<file path="src/hw/rtl/nkc_queue.sv">
`timescale 1ns / 1ps
// nkc_queue: two-entry job queue between front and back
// no dependencies

module nkc_queue #(
  parameter int W = 8
) (
  input  logic         clk,
  input  logic         rst_n,
  input  logic         push,
  input  logic [W-1:0] push_data,
  input  logic         pop,
  output logic [W-1:0] head,
  output logic         full,
  output logic         empty
);

  logic [W-1:0] mem_r [2];
  logic         wp_r, rp_r;
  logic [1:0]   cnt_r;

  assign full  = cnt_r == 2'd2;
  assign empty = cnt_r == 2'd0;
  assign head  = mem_r[rp_r];

  always_ff @(posedge clk) begin
    if (push) mem_r[wp_r] <= push_data;
  end

  always_ff @(posedge clk) begin
    if (!rst_n) begin
      wp_r  <= 1'b0;
      rp_r  <= 1'b0;
      cnt_r <= 2'd0;
    end else begin
      if (push) wp_r <= ~wp_r;
      if (pop) rp_r <= ~rp_r;
      cnt_r <= cnt_r + {1'b0, push} - {1'b0, pop};
    end
  end

endmodule

</file>
<file path="config.mk">
export PLATFORM = sky130hd
export DESIGN_NAME = nkc_queue
export DESIGN_NICKNAME = d
export VERILOG_FILES = /design/src/hw/rtl/nkc_queue.sv
export SDC_FILE = /design/constraint.sdc
export NUM_CORES = 1
export LEC_CHECK = 0
export BUFFER_PORTS_ARGS = -buffer_cell sky130_fd_sc_hd__buf_2
export CAP_MARGIN = 20
export CORE_MARGIN = 2
export CORE_UTILIZATION = 49
export CTS_CLUSTER_SIZE = 16
export DETAILED_ROUTE_END_ITERATION = 6
export GPL_ROUTABILITY_DRIVEN = 0
export PLACE_DENSITY = 0.75
export SYNTH_ARGS = -nofsm -noshare
export SYNTH_HDL_FRONTEND = slang
export SYNTH_SLANG_ARGS = --single-unit
</file>
<file path="constraint.sdc">
create_clock -name clk -period 1.5 [get_ports clk]
set_input_delay 0.3 -clock clk [delete_from_list [all_inputs] [get_ports clk]]
set_output_delay 0.3 -clock clk [all_outputs]
set_load 0.01 [all_outputs]
</file>
== Word-level counts from Yosys, hierarchy flattened ==
Memories as Yosys holds them, arrays and structs flattened. A register that Yosys moved wholly into a read port is not among the register bits.
Index checks and enable logic that the tools add are counted.
Storage, ports and cells
  register bits after elaboration: 4
  memory bits (writable): 16
  output and inout port bits: 10
  logic and storage cells: 14
  memories kept: 1
Cells by class
  add/sub/neg operators: 2
  equality and inequality tests: 1
  muxes and demuxes: 4
  bitwise gates (word level): 2
  reduce and logical (&&, ||, !) cells: 1
Memories
  mem_r: depth 2, bits a word 8, read ports 1, clocked after memory_dff 1, write ports 1, line 18  | logic [W-1:0] mem_r [2];
Operator list (number)
  $mux W1: 4
  $add A2 B1 Y2: 1
  $eq A2 B2 Y1 const B: 1
  $logic_not A2 Y1: 1
  $not A1 Y1: 2
  $sub A2 B1 Y2: 1

== Logic depth before layout (Yosys ltp) ==
Gate-level depths: netlist (run 1).
  word-level depth: 3
  mapped depth: 6

== Worst setup path before layout (run 1) ==
Ideal clock, no wire load.
  path kind: reg2reg
  start point: register cnt_r[0]
  end point: register cnt_r[1]
  setup time: 0.065 ns
  arrival time: 1.086 ns
  required time: 1.435 ns
  path slack: 0.349 ns
  cell stages (with the launch flop): 7
  path buffers: 0
  clock period less this slack: 1.151 ns
  path through: dfxtp_1 inv_1 ha_1 inv_1 ha_1 xnor3_1 nor2b_1
Between the ends
  longest elaborated chain between the ends: 2
Ends and longest elaborated chain
  start, declared: line 20  | logic [1:0] cnt_r;
  start signal, assigned: line 38  | cnt_r <= cnt_r + {1'b0, push} - {1'b0, pop};
  $add A2 B1 Y2: line 38
  $sub A2 B1 Y2: line 38
Every way passes these cells.
A chain may end at the register's enable or synchronous reset.

==> impl_metrics.py, run 1 <==
metrics = {
    "status": {
        "outcome": "finished clean",
    },
    "logic_synthesis": {
        "synth.distinct_cells": 12,
        "syn_inst": 46,
        "yosysSeqAreaShare_pct": 72.5,
        "ys_warn_count": 0,
        "avgSynthCellArea_um2": 17.4,
        "syn_area_um2": 801,
        "syn_nets": 60,
        "ys_ff_latch": 21,
    },
    "floorplan": {
        "die-area_mm2": 0.00197,
        "rows": 14,
        "core_mm2": 0.00152,
        "floorplan.initialDensity_pct": 52.5,
        "num_io_pins": 22,
        "die_h_um": 44.4,
        "die_x_um": 44.4,
    },
    "detailed_routing": {
        "wl_per_cell_um": 13.6,
        "ant_nets": 0,
        "viasPerCell": 4.97,
        "drc": 0,
        "drt_iter0_markers": 8,
        "first_pass_iters": 4,
        "routed_wl_um": 1190,
        "vias": 432,
    },
    "setup_path": {
        "path_cells": "mux2_4 -> buf_6",
        "rr_worst_depth": 6,
        "path_class": "register to output port",
        "endpoint_kind": "output port",
        "r2r_end": "cnt_r[1]$_SDFF_PN0_",
        "path_max_fanout": 8,
        "start_kind": "register",
        "critPathBufInv": 1,
        "cp.required_ps": 1200,
        "arrival_ps": 1190,
        "r2r_slack_ps": 290,
        "crit_family": "flip-flops",
        "crit_path_top_delay_cell": "dfxtp_4",
        "r2r_start": "cnt_r[0]$_SDFF_PN0_",
        "cpPeakStageDelay_ps": 450,
    },
    "clock_network": {
        "cts.sinks": 21,
        "cts-root-buf": "clkbuf_4",
        "cts.reportedPaths.clkPinSlew_ps": 110,
        "clock_path_buffers": 2,
        "cts_setup_buffers": 0,
        "h-tree-depth": 1,
        "cts_tree": "done",
        "clock_latency_ps": 290,
        "numCtsBuffers": 3,
    },
    "global_route": {
        "grt_pass1_vias": 423,
        "track_usage_pct": 13.9,
        "antenna_found_initial": 0,
        "grt_first_pass_wirelength_um": 1830,
        "grt_start_max_net_pins": 12,
        "grt_overflow_total": 0,
    },
    "cells_and_area": {
        "fillCellCount": 116,
        "regArea_um2": 584,
        "area_growth_pct": 29.7,
        "layout.nets": 86,
        "drive_gt1_share_pct": 47.9,
        "final_core_util_pct": 68.1,
        "insertedDiodeCount": 0,
        "multi_input_area_um2": 238,
    },
    "worst_hold_path": {
        "min_from": "push_data[4]",
        "hold_path.class": "input port to register",
        "hold_depth": 1,
        "min_to": "mem_r[1][4]$_DFFE_PP_",
    },
    "job": {
        "maxCapViolCount": 0,
    },
    "sta": {
        "relSlewSlack_pct": 75.5,
        "slew_violations": 0,
        "finClkSkew_ps": 4.25,
        "hold_violations": 0,
        "finalCriticalPeriod_ps": 1490,
        "timing.fmax_mhz": 673,
        "setup_viol": 0,
        "tightest_slew_ps": 368,
        "rsz0062_at_grt": "yes",
        "period_share_pct": 99.1,
    },
    "place": {
        "dpl.hpwl_um": 834,
        "io_buffers": 21,
    },
    "power_and_ir_drop": {
        "vdd_ir_drop_max_v": 0.000714,
        "power.density_mw_per_mm2": 1130,
        "power_mw": 1.18,
        "leakage_nw": 0.438,
    },
}
[registers in the layout, summed over array words and instances, names as in the netlist, named ones only]
signal and flops:
wp_r 1, mem_r 16, cnt_r 2, rp_r 1
[synthesized netlist by cell type]
master / n / area (um2)
inv_1: 2 / 7.51
xor2_1: 1 / 8.76
and2_1: 4 / 25.0
nor2_1: 1 / 3.75
xnor3_1: 1 / 22.5
o21a_1: 1 / 7.51
ha_1: 2 / 25.0
nor2b_1: 4 / 25.0
dfxtp_1: 5 / 100
edfxtp_1: 16 / 480
mux2_2: 8 / 90.1
buf_2: 1 / 5.00
[where the power goes]
group | internal, mW | switching (mW) | leakage, nW | total (mW)
registers | 0.670 | 0.0292 | 0.192 | 0.699
clock network | 0.103 | 0.152 | 0.0150 | 0.255
logic | 0.141 | 0.0802 | 0.231 | 0.221
total | 0.914 | 0.261 | 0.438 | 1.18
[per-stage QoR]
step                instances  worst slack [ps]  TNS (ps)  hold slack [ps]  cell area [um2]
floorplan                  46               349         0              399              801
global placement           83               158         0              489              928
finish                     87              13.6         0              189             1040
CTS                        87             -16.1     -43.3              179              962
global route               87             -30.7      -215              170             1040
detailed placement         83               148         0              491              928
[cell families (layout without fill, tap and decap cells)]
kind of cell | count (synthesis) | in the layout | share of synthesized area [%]
multiplexers | 8 | 8 | 11.3
flip-flops | 21 | 21 | 72.5
AND/OR/NAND/NOR | 9 | 9 | 6.72
AO/OA/AOI/OAI | 1 | 1 | 0.938
XOR/XNOR | 2 | 2 | 3.91
adder cells (fa/ha/maj) | 2 | 2 | 3.12
buffers and inverters | 3 | 28 | 1.56
[per-layer routing]
metal / GRT usage, % / up-vias / wire length [um]
met5: 0 / - / 0
met4: 9.09 / 0 / 11
met3: 3.67 / 2 / 41
met2: 25.6 / 10 / 665
met1: 13.5 / 203 / 468
li1: - / 217 / -
[final cells by class]
type                       count  share of cell area (%)
inverter                       2                   0.723
tap                           16                    1.93
clock buffer                   4                    2.53
sequential                    21                    56.3
timing repair buffer          22                    15.7
multi-input combinational     22                    22.9
[worst max path at each step]
| stage | start | cells past startpoint | end | slack, ps |
|---|---|---|---|---|
| 3_3_place_gp | register | 2 | head[7] | 160 |
| 4_1_cts | register | 2 | head[7] | -20 |
| 6_report | register | 2 | head[5] | 10 |
| 3_5_place_dp | register | 2 | head[5] | 150 |
| 2_1_floorplan | cnt_r[0]$_SDFF_PN0_ | 6 | cnt_r[1]$_SDFF_PN0_ | 350 |
| 5_1_grt | register | 2 | head[7] | -30 |
[timing repair]
| action | 4_1_cts | 5_1_grt |
|---|---|---|
| setup endpoints to repair | 8 | 8 |
| resized for setup | 3 | 15 |
| hold buffers | 0 | 0 |
[cells in the final DEF, fill, tap and decap left out, types with 2 or more instances in the layout]
cell	netlist	layout
inv_1	2	2
buf_6	0	8
clkbuf_4	0	3
buf_2	1	13
edfxtp_1	16	16
nor2b_1	4	4
mux2_4	0	8
dfxtp_1	5	4
and2_1	4	4
ha_1	2	2
Note: power is estimated with default switching activity, not from simulation.
==> inputs of run 2 (changes only) <==
CORE_UTILIZATION = 44   (was 49)
PLACE_DENSITY = 0.72   (was 0.75)
clock period = 1.2 ns   (was 1.5 ns; I/O delays follow)
==> impl_metrics.py, run 2 (same netlist as run 1, synthesis figures left out) <==
metrics = {
    "status": {
        "outcome": "finished with violations",
        "violations": "negative setup slack",
    },
    "setup_path": {
        "path_class": "register to output port",
        "path_max_fanout": 5,
        "cp.required_ps": 960,
        "start_kind": "register",
        "endpoint_kind": "output port",
        "arrival_ps": 1210,
    },
    "clock_network": {
        "h-tree-depth": 1,
        "numCtsBuffers": 3,
        "cts.reportedPaths.clkPinSlew_ps": 110,
        "cts.sinks": 21,
        "clock_path_buffers": 2,
        "cts_setup_buffers": 0,
        "cts-root-buf": "clkbuf_4",
        "cts_tree": "done",
        "clock_latency_ps": 300,
    },
    "place": {
        "dp_slack_ps": -15.8,
        "dpl.cell_count": 95,
        "dpl_cell_area_um2": 962,
        "dpl.hpwl_um": 855,
        "io_buffers": 21,
    },
    "sta": {
        "finalCriticalPeriod_ps": 1450,
        "timing.fmax_mhz": 688,
        "tightest_slew_ps": 390,
        "setup_viol": 8,
        "relSlewSlack_pct": 74.0,
        "hold_violations": 0,
        "timing.hold.ws_ps": 125,
        "rsz0062_at_grt": "yes",
        "slew_violations": 0,
        "setup_slack_ps": -254,
        "finClkSkew_ps": 4.45,
        "period_share_pct": 121,
    },
    "cells_and_area": {
        "multi_input_area_um2": 263,
        "area_growth_pct": 38.1,
        "fin_cells": 99,
        "drive_gt1_share_pct": 59.5,
        "largest_reg_flops": 16,
        "final_common_cell": "edfxtp_1",
        "insertedDiodeCount": 0,
        "layout_common_cells": "edfxtp_1 (16), buf_2 (13), buf_6 (10)",
        "layout.nets": 89,
        "postLayoutCellArea_mm2": 0.00111,
        "largestRegisters": "mem_r (16), cnt_r (2)",
        "fillCellCount": 130,
        "regMostFlops": "mem_r",
        "regArea_um2": 584,
    },
    "detailed_routing": {
        "viasPerCell": 4.48,
        "ant_nets": 0,
        "drt_iter0_markers": 3,
        "wl_per_cell_um": 12.5,
        "routed_wl_um": 1230,
        "drc": 0,
        "vias": 444,
        "first_pass_iters": 2,
    },
    "floorplan": {
        "die-area_mm2": 0.00218,
        "core_mm2": 0.00173,
        "num_io_pins": 22,
        "floorplan.initialDensity_pct": 46.4,
        "die_x_um": 46.7,
        "rows": 15,
        "die_h_um": 46.7,
    },
    "power_and_ir_drop": {
        "leakage_nw": 0.457,
        "power_mw": 1.52,
        "vdd_ir_drop_max_v": 0.000759,
        "power.density_mw_per_mm2": 1380,
    },
    "global_route": {
        "antenna_found_initial": 0,
        "grt_overflow_total": 0,
        "grt_first_pass_wirelength_um": 1830,
        "track_usage_pct": 13.1,
        "grt_start_max_net_pins": 13,
        "grt_pass1_vias": 440,
    },
    "job": {
        "maxCapViolCount": 0,
    },
    "worst_hold_path": {
        "hold_path.class": "input port to register",
    },
}
[run 2: stage by stage]
step                      TNS, ps  utilization [%]
final                       -1910             64.1
after global routing        -2280             64.1
after CTS                   -2030             63.4
after detailed placement    -15.8             55.7
after global placement          0             55.7
after floorplan                 0                -
[run 2: path summary, 6_finish.rpt]
check                 startpoint                    end  slack [ps]  cells after the start
max reg2reg  cnt_r[0]$_SDFF_PN0_    cnt_r[1]$_SDFF_PN0_          30                      6
min                 push_data[2]  mem_r[1][2]$_DFFE_PP_         120                      1
max                     register                head[3]        -250                      3
min reg2reg    rp_r$_SDFFE_PN0P_      rp_r$_SDFFE_PN0P_         590                      2
[run 2: what timing repair did]
action                                 4_1_cts  5_1_grt
setup endpoints to repair                   10       10
hold buffers                                 0        0
gates cloned                                 0        0
pin swaps                                    0        0
resized for setup                           23        3
endpoints found under the hold margin        0        0
[run 2: layer usage]
| metal | vias to the layer above | share of wire, % | global-route usage [%] |
|---|---|---|---|
| met4 | 0 | 0.97 | 8.33 |
| met5 | - | 0 | 0 |
| met2 | 10 | 55 | 23.1 |
| met1 | 213 | 40 | 14.4 |
| li1 | 219 | - | - |
| met3 | 2 | 3.7 | 2.35 |
[run 2: power by group]
| group | leakage [nW] | total, mW | switching, mW | internal (mW) |
|---|---|---|---|---|
| registers | 0.193 | 0.866 | 0.0254 | 0.841 |
| logic | 0.247 | 0.329 | 0.127 | 0.201 |
| clock network | 0.0177 | 0.328 | 0.204 | 0.124 |
[run 2: worst max-delay path, cell delays in order, from the launching register on]
cell and delay [ps]:
dfxtp_2 360, buf_6 130, mux2_4 310, buf_6 120
[run 2: cell type report]
type                    count  share of cell area, %
clock buffers               3                   2.04
clock inverters             1                  0.452
inverters                   2                  0.679
multi-input cells          22                   23.8
flip-flops and latches     21                   52.8
well taps                  25                   2.83
repair buffers             25                   17.4
