File: src/hw/rtl/nkc_pkg.sv
`timescale 1ns / 1ps
// nkc_pkg: shared constants, types and helpers of the normalized kernel convolution block
// no dependencies

package nkc_pkg;

  localparam int MAX_WIDTH_DEF  = 1024;
  localparam int MAX_KERNEL_DEF = 7;
  localparam int COEF_FRAC_DEF  = 12;

  localparam int ROW_LIMIT = 1024;

  localparam logic [10:0] FW_RESET = 11'd640;
  localparam logic [10:0] FH_RESET = 11'd350;
  localparam logic [2:0]  KS_RESET = 3'd3;

  // register indexes of the configuration port
  localparam logic [1:0] REG_FRAME_WIDTH  = 2'd0;
  localparam logic [1:0] REG_FRAME_HEIGHT = 2'd1;
  localparam logic [1:0] REG_KERNEL_SIZE  = 2'd2;

  // input command codes
  localparam logic CMD_COEF  = 1'b0;
  localparam logic CMD_PIXEL = 1'b1;

  // arithmetic widths (hold a 7x7 kernel of 16-bit taps on 8-bit pixels)
  localparam int ACC_W = 32;
  localparam int SUM_W = 24;
  localparam int DIV_W = 40;

  // job header: calc flag, last flag, row, column
  localparam int JOB_HDR_W = 22;

  typedef struct packed {
    logic               we;
    logic [5:0]         idx;
    logic signed [15:0] value;
  } coef_wr_t;

  function automatic logic [2:0] half_of(input logic [2:0] ks, input logic [2:0] hmax);
    logic [2:0] h;
    h = {1'b0, ks[2:1]};
    return (h > hmax) ? hmax : h;
  endfunction

endpackage

File: src/hw/rtl/nkc_if.sv


interface nkc_out_if;
  logic       valid;
  logic       ready;
  logic [9:0] out_row;
  logic [9:0] out_col;
  logic [7:0] out_pixel;
  logic       last_of_frame;
  modport source(output valid, out_row, out_col, out_pixel, last_of_frame, input ready);
  modport sink(input valid, out_row, out_col, out_pixel, last_of_frame, output ready);
endinterface


File: src/hw/rtl/nkc_back.sv
`timescale 1ns / 1ps
// nkc_back: coefficient memory, one-tap-per-cycle multiply-accumulate, restoring divide,
// clamp and output register; depends on nkc_pkg, nkc_if

module nkc_back import nkc_pkg::*; #(
  parameter int MAX_KERNEL     = MAX_KERNEL_DEF,
  parameter int COEF_FRAC_BITS = COEF_FRAC_DEF,
  localparam int JW = MAX_KERNEL * MAX_KERNEL * 8 + JOB_HDR_W
) (
  input  logic          clk,
  input  logic          rst_n,
  input  logic [2:0]    ks,
  input  coef_wr_t      coef_wr,
  input  logic          q_empty,
  input  logic [JW-1:0] q_head,
  output logic          q_pop,
  output logic          back_idle,
  nkc_out_if.source     out_if
);

  localparam int K    = MAX_KERNEL;
  localparam int TAPS = K * K;
  localparam int TW   = $clog2(TAPS);
  localparam int NW   = $clog2(K + 1);
  localparam int HMAX = (K - 1) / 2;

  typedef enum logic [2:0] {B_IDLE, B_MAC, B_DSET, B_DIV, B_OUT} bstate_t;

  bstate_t                 st_r;
  logic signed [15:0]      cmem [TAPS];
  logic signed [15:0]      coef_q_r, coef2_r;
  logic                    iss_r, v1_r, v2_r;
  logic [NW-1:0]           rr_r, cc_r;
  logic [TW-1:0]           ca_r;
  logic [TW-1:0]           wa_r;
  logic [7:0]              pix1_r;
  logic signed [24:0]      prod_r;
  logic signed [ACC_W-1:0] acc_r;
  logic signed [SUM_W-1:0] sum_r;
  logic [DIV_W-1:0]        rem_r, dsh_r;
  logic [3:0]              cnt_r;
  logic [7:0]              qt_r;
  logic [9:0]              orow_r, ocol_r;
  logic [7:0]              opix_r;
  logic                    olast_r;

  logic [2:0]       h;
  logic [NW-1:0]    side, base;
  logic             job_calc, ge, neg, finish;
  logic [7:0]       fin_val;
  logic [DIV_W-1:0] acc_abs, div_abs;

  assign h        = half_of(ks, 3'(HMAX));
  assign side     = NW'({h, 1'b1});
  assign base     = NW'(K) - side;
  assign job_calc = q_head[JW-1];
  assign ge       = rem_r >= dsh_r;

  always_comb begin
    acc_abs = acc_r[ACC_W-1] ? DIV_W'(-acc_r) : DIV_W'(acc_r);
    if (sum_r == '0) div_abs = DIV_W'(1) << COEF_FRAC_BITS;
    else if (sum_r[SUM_W-1]) div_abs = DIV_W'(-sum_r);
    else div_abs = DIV_W'(sum_r);
    neg = (acc_r[ACC_W-1] ^ ((sum_r != '0) && sum_r[SUM_W-1])) && (acc_r != '0);
    finish  = 1'b0;
    fin_val = 8'd0;
    case (st_r)
      B_IDLE: begin
        finish = !q_empty && !job_calc;
      end
      B_DSET: begin
        finish = neg;
      end
      B_DIV: begin
        if (cnt_r == 4'd8) begin
          finish  = ge;
          fin_val = 8'hff;
        end else begin
          finish  = cnt_r == 4'd0;
          fin_val = {qt_r[6:0], ge};
        end
      end
      default: ;
    endcase
  end

  assign q_pop     = finish;
  assign back_idle = st_r == B_IDLE;

  assign out_if.valid         = st_r == B_OUT;
  assign out_if.out_row       = orow_r;
  assign out_if.out_col       = ocol_r;
  assign out_if.out_pixel     = opix_r;
  assign out_if.last_of_frame = olast_r;

  // coefficient memory and tap pipeline (payload, no reset)
  always_ff @(posedge clk) begin
    if (coef_wr.we && (32'(coef_wr.idx) < TAPS)) begin
      cmem[TW'(coef_wr.idx)] <= coef_wr.value;
    end
    coef_q_r <= cmem[ca_r];
    pix1_r   <= q_head[wa_r*8 +: 8];
    prod_r   <= coef_q_r * $signed({1'b0, pix1_r});
    coef2_r  <= coef_q_r;
    if (finish) begin
      orow_r  <= q_head[JW-3 -: 10];
      ocol_r  <= q_head[JW-13 -: 10];
      olast_r <= q_head[JW-2];
      opix_r  <= fin_val;
    end
  end

  always_ff @(posedge clk) begin
    if (!rst_n) begin
      st_r  <= B_IDLE;
      iss_r <= 1'b0;
      v1_r  <= 1'b0;
      v2_r  <= 1'b0;
    end else begin
      v1_r <= iss_r;
      v2_r <= v1_r;
      if (v2_r) begin
        acc_r <= acc_r + ACC_W'(prod_r);
        sum_r <= sum_r + SUM_W'(coef2_r);
      end
      case (st_r)
        B_IDLE: begin
          if (finish) begin
            st_r <= B_OUT;
          end else if (!q_empty) begin
            rr_r  <= '0;
            cc_r  <= '0;
            ca_r  <= '0;
            wa_r  <= TW'(int'(base) * K + int'(base));
            acc_r <= '0;
            sum_r <= '0;
            iss_r <= 1'b1;
            st_r  <= B_MAC;
          end
        end
        B_MAC: begin
          if (iss_r) begin
            ca_r <= ca_r + TW'(1);
            if (cc_r == side - NW'(1)) begin
              cc_r <= '0;
              rr_r <= rr_r + NW'(1);
              wa_r <= wa_r + TW'(K + 1) - TW'(side);
              if (rr_r == side - NW'(1)) iss_r <= 1'b0;
            end else begin
              cc_r <= cc_r + NW'(1);
              wa_r <= wa_r + TW'(1);
            end
          end else if (!v1_r && !v2_r) begin
            st_r <= B_DSET;
          end
        end
        B_DSET: begin
          rem_r <= acc_abs;
          dsh_r <= div_abs << 8;
          cnt_r <= 4'd8;
          qt_r  <= 8'd0;
          st_r  <= finish ? B_OUT : B_DIV;
        end
        B_DIV: begin
          // first step checks for saturation, then one quotient bit per cycle
          if (cnt_r != 4'd8) begin
            qt_r <= {qt_r[6:0], ge};
            if (ge) rem_r <= rem_r - dsh_r;
          end
          dsh_r <= dsh_r >> 1;
          cnt_r <= cnt_r - 4'd1;
          if (finish) st_r <= B_OUT;
        end
        B_OUT: begin
          if (out_if.ready) st_r <= B_IDLE;
        end
        default: st_r <= B_IDLE;
      endcase
    end
  end

endmodule

File: src/flat_wrapper.sv
// flat-port wrapper written by rule: the top's interface ports become plain ports
module nkc_back_flat import nkc_pkg::*;
#(
  parameter int MAX_KERNEL     = MAX_KERNEL_DEF,
  parameter int COEF_FRAC_BITS = COEF_FRAC_DEF,
  localparam int JW = MAX_KERNEL * MAX_KERNEL * 8 + JOB_HDR_W
)
  (clk, rst_n, ks, coef_wr, q_empty, q_head, q_pop, back_idle, out_if_valid, out_if_out_row, out_if_out_col, out_if_out_pixel, out_if_last_of_frame, out_if_ready);
  nkc_out_if out_if_i ();
  input  logic clk;
  input  logic rst_n;
  input  logic [2:0] ks;
  input  coef_wr_t coef_wr;
  input  logic q_empty;
  input  logic [JW-1:0] q_head;
  output logic q_pop;
  output logic back_idle;
  output wire logic [$bits(out_if_i.valid)-1:0] out_if_valid;
  output wire logic [$bits(out_if_i.out_row)-1:0] out_if_out_row;
  output wire logic [$bits(out_if_i.out_col)-1:0] out_if_out_col;
  output wire logic [$bits(out_if_i.out_pixel)-1:0] out_if_out_pixel;
  output wire logic [$bits(out_if_i.last_of_frame)-1:0] out_if_last_of_frame;
  input wire logic [$bits(out_if_i.ready)-1:0] out_if_ready;
  assign out_if_valid = out_if_i.valid;
  assign out_if_out_row = out_if_i.out_row;
  assign out_if_out_col = out_if_i.out_col;
  assign out_if_out_pixel = out_if_i.out_pixel;
  assign out_if_last_of_frame = out_if_i.last_of_frame;
  assign out_if_i.ready = out_if_ready;
  nkc_back #(.MAX_KERNEL(MAX_KERNEL), .COEF_FRAC_BITS(COEF_FRAC_BITS)) u_core (.clk(clk), .rst_n(rst_n), .ks(ks), .coef_wr(coef_wr), .q_empty(q_empty), .q_head(q_head), .q_pop(q_pop), .back_idle(back_idle), .out_if(out_if_i));
endmodule
File: config.mk
export PLATFORM = sky130hd
export DESIGN_NAME = nkc_back_flat
export DESIGN_NICKNAME = d
export VERILOG_FILES = /design/src/hw/rtl/nkc_pkg.sv /design/src/hw/rtl/nkc_if.sv /design/src/hw/rtl/nkc_back.sv /design/src/flat_wrapper.sv
export SDC_FILE = /design/constraint.sdc
export NUM_CORES = 2
export LEC_CHECK = 0
export BUFFER_PORTS_ARGS = -buffer_cell sky130_fd_sc_hd__buf_4
export CORE_MARGIN = 1.5
export CORE_UTILIZATION = 30
export DETAILED_ROUTE_END_ITERATION = 7
export GPL_ROUTABILITY_DRIVEN = 0
export PLACE_DENSITY = 0.5
export SYNTH_ARGS = -nofsm -noshare
export SYNTH_HDL_FRONTEND = slang
export SYNTH_SLANG_ARGS = --single-unit
File: constraint.sdc
create_clock -name clk -period 5.2 [get_ports clk]
set_clock_uncertainty 0.05 [all_clocks]
set_input_delay 1.04 -clock clk [delete_from_list [all_inputs] [get_ports clk]]
set_output_delay 1.04 -clock clk [all_outputs]
set_load 0.05 [all_outputs]
=== After elaboration in Yosys (flattened, before gate mapping) ===
Memories as Yosys holds them, arrays and structs flattened. A register that Yosys moved wholly into a read port is not among the register bits.
Cells that the tools add are included.

* Add/sub/neg operators: 15
* Multipliers: 2
* Magnitude comparators: 2
* Equality and inequality tests: 19
* Shift operators: 1
* Muxes and demuxes: 54
* Bitwise operators: 1
* Reduce and logical (&&, ||, !) cells: 23

{| class="wikitable"
|+ Operators by type and width
! cell !! number
|-
| $shiftx A414 B10 Y8 || 1
|-
| $mux W32 || 6
|-
| $pmux W40 S2 || 2
|-
| $mux W40 || 3
|-
| $mux W24 || 4
|-
| $mux W6 || 7
|-
| $ge A40 B40 Y1 || 1
|-
| $neg A32 Y40 || 1
|-
| $sub A40 B40 Y40 || 1
|-
| $mux W3 || 13
|-
| $add A32 B25 Y32 || 1
|-
| $neg A24 Y32 || 1
|-
| $reduce_bool A32 Y1 || 1
|-
| $mul A16 B9 Y25 || 1
|-
| $add A24 B16 Y24 || 1
|-
| $logic_not A24 Y1 || 1
|-
| $pmux W6 S2 || 2
|-
| $reduce_bool A24 Y1 || 1
|-
| $pmux W3 S5 || 1
|-
| $ne A2 B1 Y1 const B || 7
|-
| $pmux W7 S2 || 1
|-
| $add A6 B1 Y6 const B || 2
|-
| $pmux W3 S2 || 2
|-
| $reduce_and A5 Y1 || 2
|-
| 33 further kinds || 54
|}

* Bits in registers: 249
* Memory bits (writable): 784
* Input port bits: 444
* Logic and storage cells: 139
* Memories: 1

{| class="wikitable"
|+ Memory list
! memory !! words !! bits a word !! read ports !! clocked after Yosys merged registers in !! wr ports !! RTL line !! text
|-
| u_core.cmem || 49 || 16 || 1 || 1 || 1 || nkc_back.sv:30 || <nowiki>logic signed [15:0] cmem [TAPS];</nowiki>
|}

=== Logic depth before layout (Yosys ltp) ===
* Word-level depth: 7
* Mapped depth: 21
* Depth with buffers taken out: 20

=== Worst setup path before layout ===
OpenSTA, ideal clock, no wires.

* Path kind: in2reg
* Start: in rst_n
* End: reg u_core.rem_r[0], enable pin
* Library setup time: 0.499 ns
* Arrival time: 4.751 ns
* Data required time: 4.651 ns
* Setup slack: -0.100 ns
* Stages on the path: 5
* Cell sequence: inv_1 nor2_1 nand2_1 a21oi_1 a21boi_0

* Longest elaborated chain between the ends: 1

{| class="wikitable"
|+ Ends and longest elaborated chain
! item !! RTL line !! text
|-
| start: declaration || flat_wrapper.sv:11 || <nowiki>input logic rst_n;</nowiki>
|-
| $reduce_and A4 Y1 (no source line) || n/a ||
|-
| end signal: assignment || nkc_back.sv:158 || <nowiki>rem_r <= acc_abs;</nowiki>
|-
| end signal: assignment || nkc_back.sv:168 || <nowiki>if (ge) rem_r <= rem_r - dsh_r;</nowiki>
|-
| end: declaration || nkc_back.sv:40 || <nowiki>logic [DIV_W-1:0] rem_r, dsh_r;</nowiki>
|}

No other way between the ends.
A chain may end at the register's enable or synchronous reset.

=== Worst setup path in the final report ===
* Start: reg u_core.acc_r[8]
* End: out q_pop

* Longest elaborated chain between the ends: 3

{| class="wikitable"
|+ Ends and longest elaborated chain
! item !! RTL line !! text
|-
| start: declaration || nkc_back.sv:38 || <nowiki>logic signed [ACC_W-1:0] acc_r;</nowiki>
|-
| start signal: assignment || nkc_back.sv:123 || <nowiki>acc_r <= acc_r + ACC_W'(prod_r);</nowiki>
|-
| $reduce_bool A32 Y1 || nkc_back.sv:64 || <nowiki>neg = (acc_r[ACC_W-1] ^ ((sum_r != '0) && sum_r[SUM_W-1])) && (acc_r != '0);</nowiki>
|-
| $logic_and A1 B1 Y1 || nkc_back.sv:64 ||
|-
| $pmux W1 S3 || nkc_back.sv:67 || <nowiki>case (st_r)</nowiki>
|-
| end: declaration || flat_wrapper.sv:16 || <nowiki>output logic q_pop;</nowiki>
|}

No other way between the ends.

==> results.ini <==
[synth]
syn_area_um2 = 53100
synth-seq-cells = 1049
yosysTopAreaCell = edfxtp_1
synth-async-reset-ratio_pct = 0
syn_area_per_cell_um2 = 15.5
ys_seq_area_share_pct = 58.0
synth_cell_type_count = 71
syn-num-nets = 4148
netlist_top_cells_area = edfxtp_1 55%, mux4_2 16%, fa_1 4.0%
yosys.area.top_type_share_pct = 55.3
yosys_most_used_dff = edfxtp_1
synthCells = 3436
synth-warning-count = 0
synth_edf_count = 978

[floorplanning]
placementRows = 154
die_area_um2 = 180000
die_w_um = 424
core_area_um2 = 176000
start_util_pct = 30.2
pin_count = 476
fp.dieH_um = 424

[clock_network]
clk_path_buf_depth = 3
cts.sinks = 1049
cts_tree = done
path_clk_slew_ns = 0.06
ctsHoldBuffers = 0
clock_latency_ns = 0.76
numCtsBuffers = 113
cts-root-buf = clkbuf_16
htreeDepth = 3

[setup_path]
cp-end-kind = output pin
critPathMaxFanout = 6
r2r_cells = 20
crit_start = u_core.acc_r[8]
r2r_start = u_core.pix1_r[1]
path_class = flip-flop to output pin
cp_data_arrival_time_ns = 3.93
crit_required_ns = 4.11
start_kind = flip-flop

[routing]
first_pass_iters = 5
vias_per_cell = 5.00
drt_iter0_markers = 2321
top_layer_used = met5
via_count = 32307
antenna_left = 0
drt_wl_total_mm = 156
routedWlPerCell_um = 24.1
wl_met3_mm = 11.7
wl_met1_mm = 69.2
drc = 0
wl_met2_mm = 71.5

[cells_and_area]
drive_gt1_share_pct = 29.6
final_cell_mix = 978 x edfxtp_1, 616 x buf_4, 382 x mux4_2, 221 x nor2_1, 219 x inv_1
final_nets = 4723
fillCellCount = 16762
layout_commonest_cell = edfxtp_1
multiInputGateArea_um2 = 21000
stdcell_count = 6458
area_delta_synth_final_pct = 20.9
regArea_um2 = 30800

[worst_hold_path]
hold_class = flip-flop to flip-flop
holdPathStages = 0
min_from = u_core.coef_q_r[10]

[timing]
setup_viol = 0
fin_crit_sh_pct = 96.5
setup_slack_ns = 0.182
relSlewSlack_pct = 22.4
tns_ns = 0
fmax_ghz = 0.199
worst_pin_slew_ns = 1.16
maxSlewViolCount = 0
final-hold-violation-count = 0
fin_crit_ns = 5.02

[power_and_ir_drop]
power.density_nw_per_um2 = 418
p_total_mw = 26.9
p_int_mw = 18.5
combPwrFrac_pct = 31.8
ir_drop_uv = 373
p_sw_mw = 8.32
power_frac_clock_pct = 31.0
p_leak_nw = 23.4
power_switching_share_pct = 31.0
seq_power_share_pct = 37.2

[global_routing]
grt_max_degree = 70
grt-ovfl-total = 0
grtUsageTotal_pct = 16.9
antenna_found_initial = 26
grt_first_pass_wirelength_mm = 224
grt_pass1_vias = 32326

[status]
status = complete, no violations

[placed_design]
portBuffers = 474
dp_cells = 6225
place_hpwl_mm = 109
post-place-ws_ns = -0.252

[flow_run]
drv_cap = 0

-- metal layers --
layer | vias up | global-route usage [%]
met3 | 206 | 4.91
met1 | 16649 | 23.4
met4 | 14 | 3.88
met5 | - | 0
li1 | 14470 | -
met2 | 968 | 26.2
-- flip-flops by register name, indices dropped and copies added, names as in the netlist, 6 cells and up --
| register | count |
|---|---|
| u_core.sum_r | 24 |
| u_core.cmem | 784 |
| u_core.pix1_r | 8 |
| u_core.coef_q_r | 16 |
| u_core.out_if.out_pixel | 8 |
| u_core.qt_r | 7 |
| u_core.dsh_r | 40 |
| u_core.rem_r | 40 |
| u_core.acc_r | 32 |
| u_core.coef2_r | 16 |
| u_core.wa_r | 6 |
| u_core.out_if.out_col | 10 |
| u_core.prod_r | 25 |
| u_core.out_if.out_row | 10 |
| u_core.ca_r | 6 |
-- synthesized netlist by cell type (5+ instances only) --
master	instances
inv_1	220
nor2b_1	17
nor3_1	20
edfxtp_1	978
nor4_1	8
o22ai_1	22
o41ai_1	7
ha_1	162
a21o_1	59
xor2_1	69
and3_1	12
nand2b_1	12
nand3b_1	11
o31ai_1	19
mux4_2	382
buf_1	40
nand2_1	165
clkbuf_1	125
o21ai_0	102
nand4b_1	5
nand4_1	19
dfxtp_1	71
a31oi_1	14
or3_1	11
or4_1	10
a22oi_1	8
and2_1	86
mux2i_1	49
nor2_1	221
a21oi_1	138
fa_1	106
o21a_1	15
xnor2_1	101
nand3_1	42
o21bai_1	17
o211ai_1	7
a211oi_1	16
-- critical path, stage by stage (launching register included) --
cell and delay [ns]:
edfxtp_1 0.49, or4_4 0.57, or4_4 0.44, or3_4 0.40, or4_4 0.54, nor4_2 0.29
nor4_1 0.09, a21o_1 0.20, buf_4 0.20
-- repair_timing --
action                                  4_1_cts  5_1_grt
pin swaps                                     2        5
cloned                                        0        0
endpoints found under the setup margin        3        9
setup buffers                                 3        8
resized for setup                             8       12
-- cell families after synthesis --
group | after synthesis | share of synthesized area [%]
simple gates | 665 | 6.07
fa+ha+maj | 268 | 7.81
mux | 431 | 17.1
other cells | 1 | 0.00706
flops | 1049 | 58.0
xor+xnor | 170 | 2.80
compound gates | 466 | 5.51
buf+inv | 386 | 2.73
-- metrics by stage --
| stage | cell area (µm²) | hold slack [ns] | util [%] |
|---|---|---|---|
| CTS | 64100 | 0.356 | 36.4 |
| global route | 64200 | 0.370 | 36.4 |
| global placement | 60200 | 0.346 | 34.2 |
| finish | 64200 | 0.366 | 36.5 |
| floorplan | 53100 | 0.279 | - |
| detailed placement | 60200 | 0.361 | 34.2 |
-- final cells by class --
cell class,count,share of cell area [%]
clock inverters,81,1.41
flip-flops and latches,1049,48.0
repair buffers,625,7.48
well taps,2340,4.56
multi-input cells,2001,32.7
diodes,9,0.0351
inverters,221,1.29
clock buffers,132,4.58
-- power groups by stage --
stage                     clock, mW  combinational (mW)  sequential (mW)
after floorplan                   0                5.84             10.1
after global placement            0                8.24             10.2
after detailed placement          0                8.28             10.2
after CTS                      8.55                8.47             10.0
after global routing           8.84                9.65             10.0
final                          8.32                8.54             10.0
-- final timing paths --
kind	slack, ns	endpoint
worst max register to register	0.21	u_core.prod_r[20]
worst min-delay path	0.37	u_core.coef2_r[10]
worst max-delay path	0.18	q_pop
worst min register to register	0.37	u_core.coef2_r[10]
Note: power is estimated with default switching activity, not from simulation.
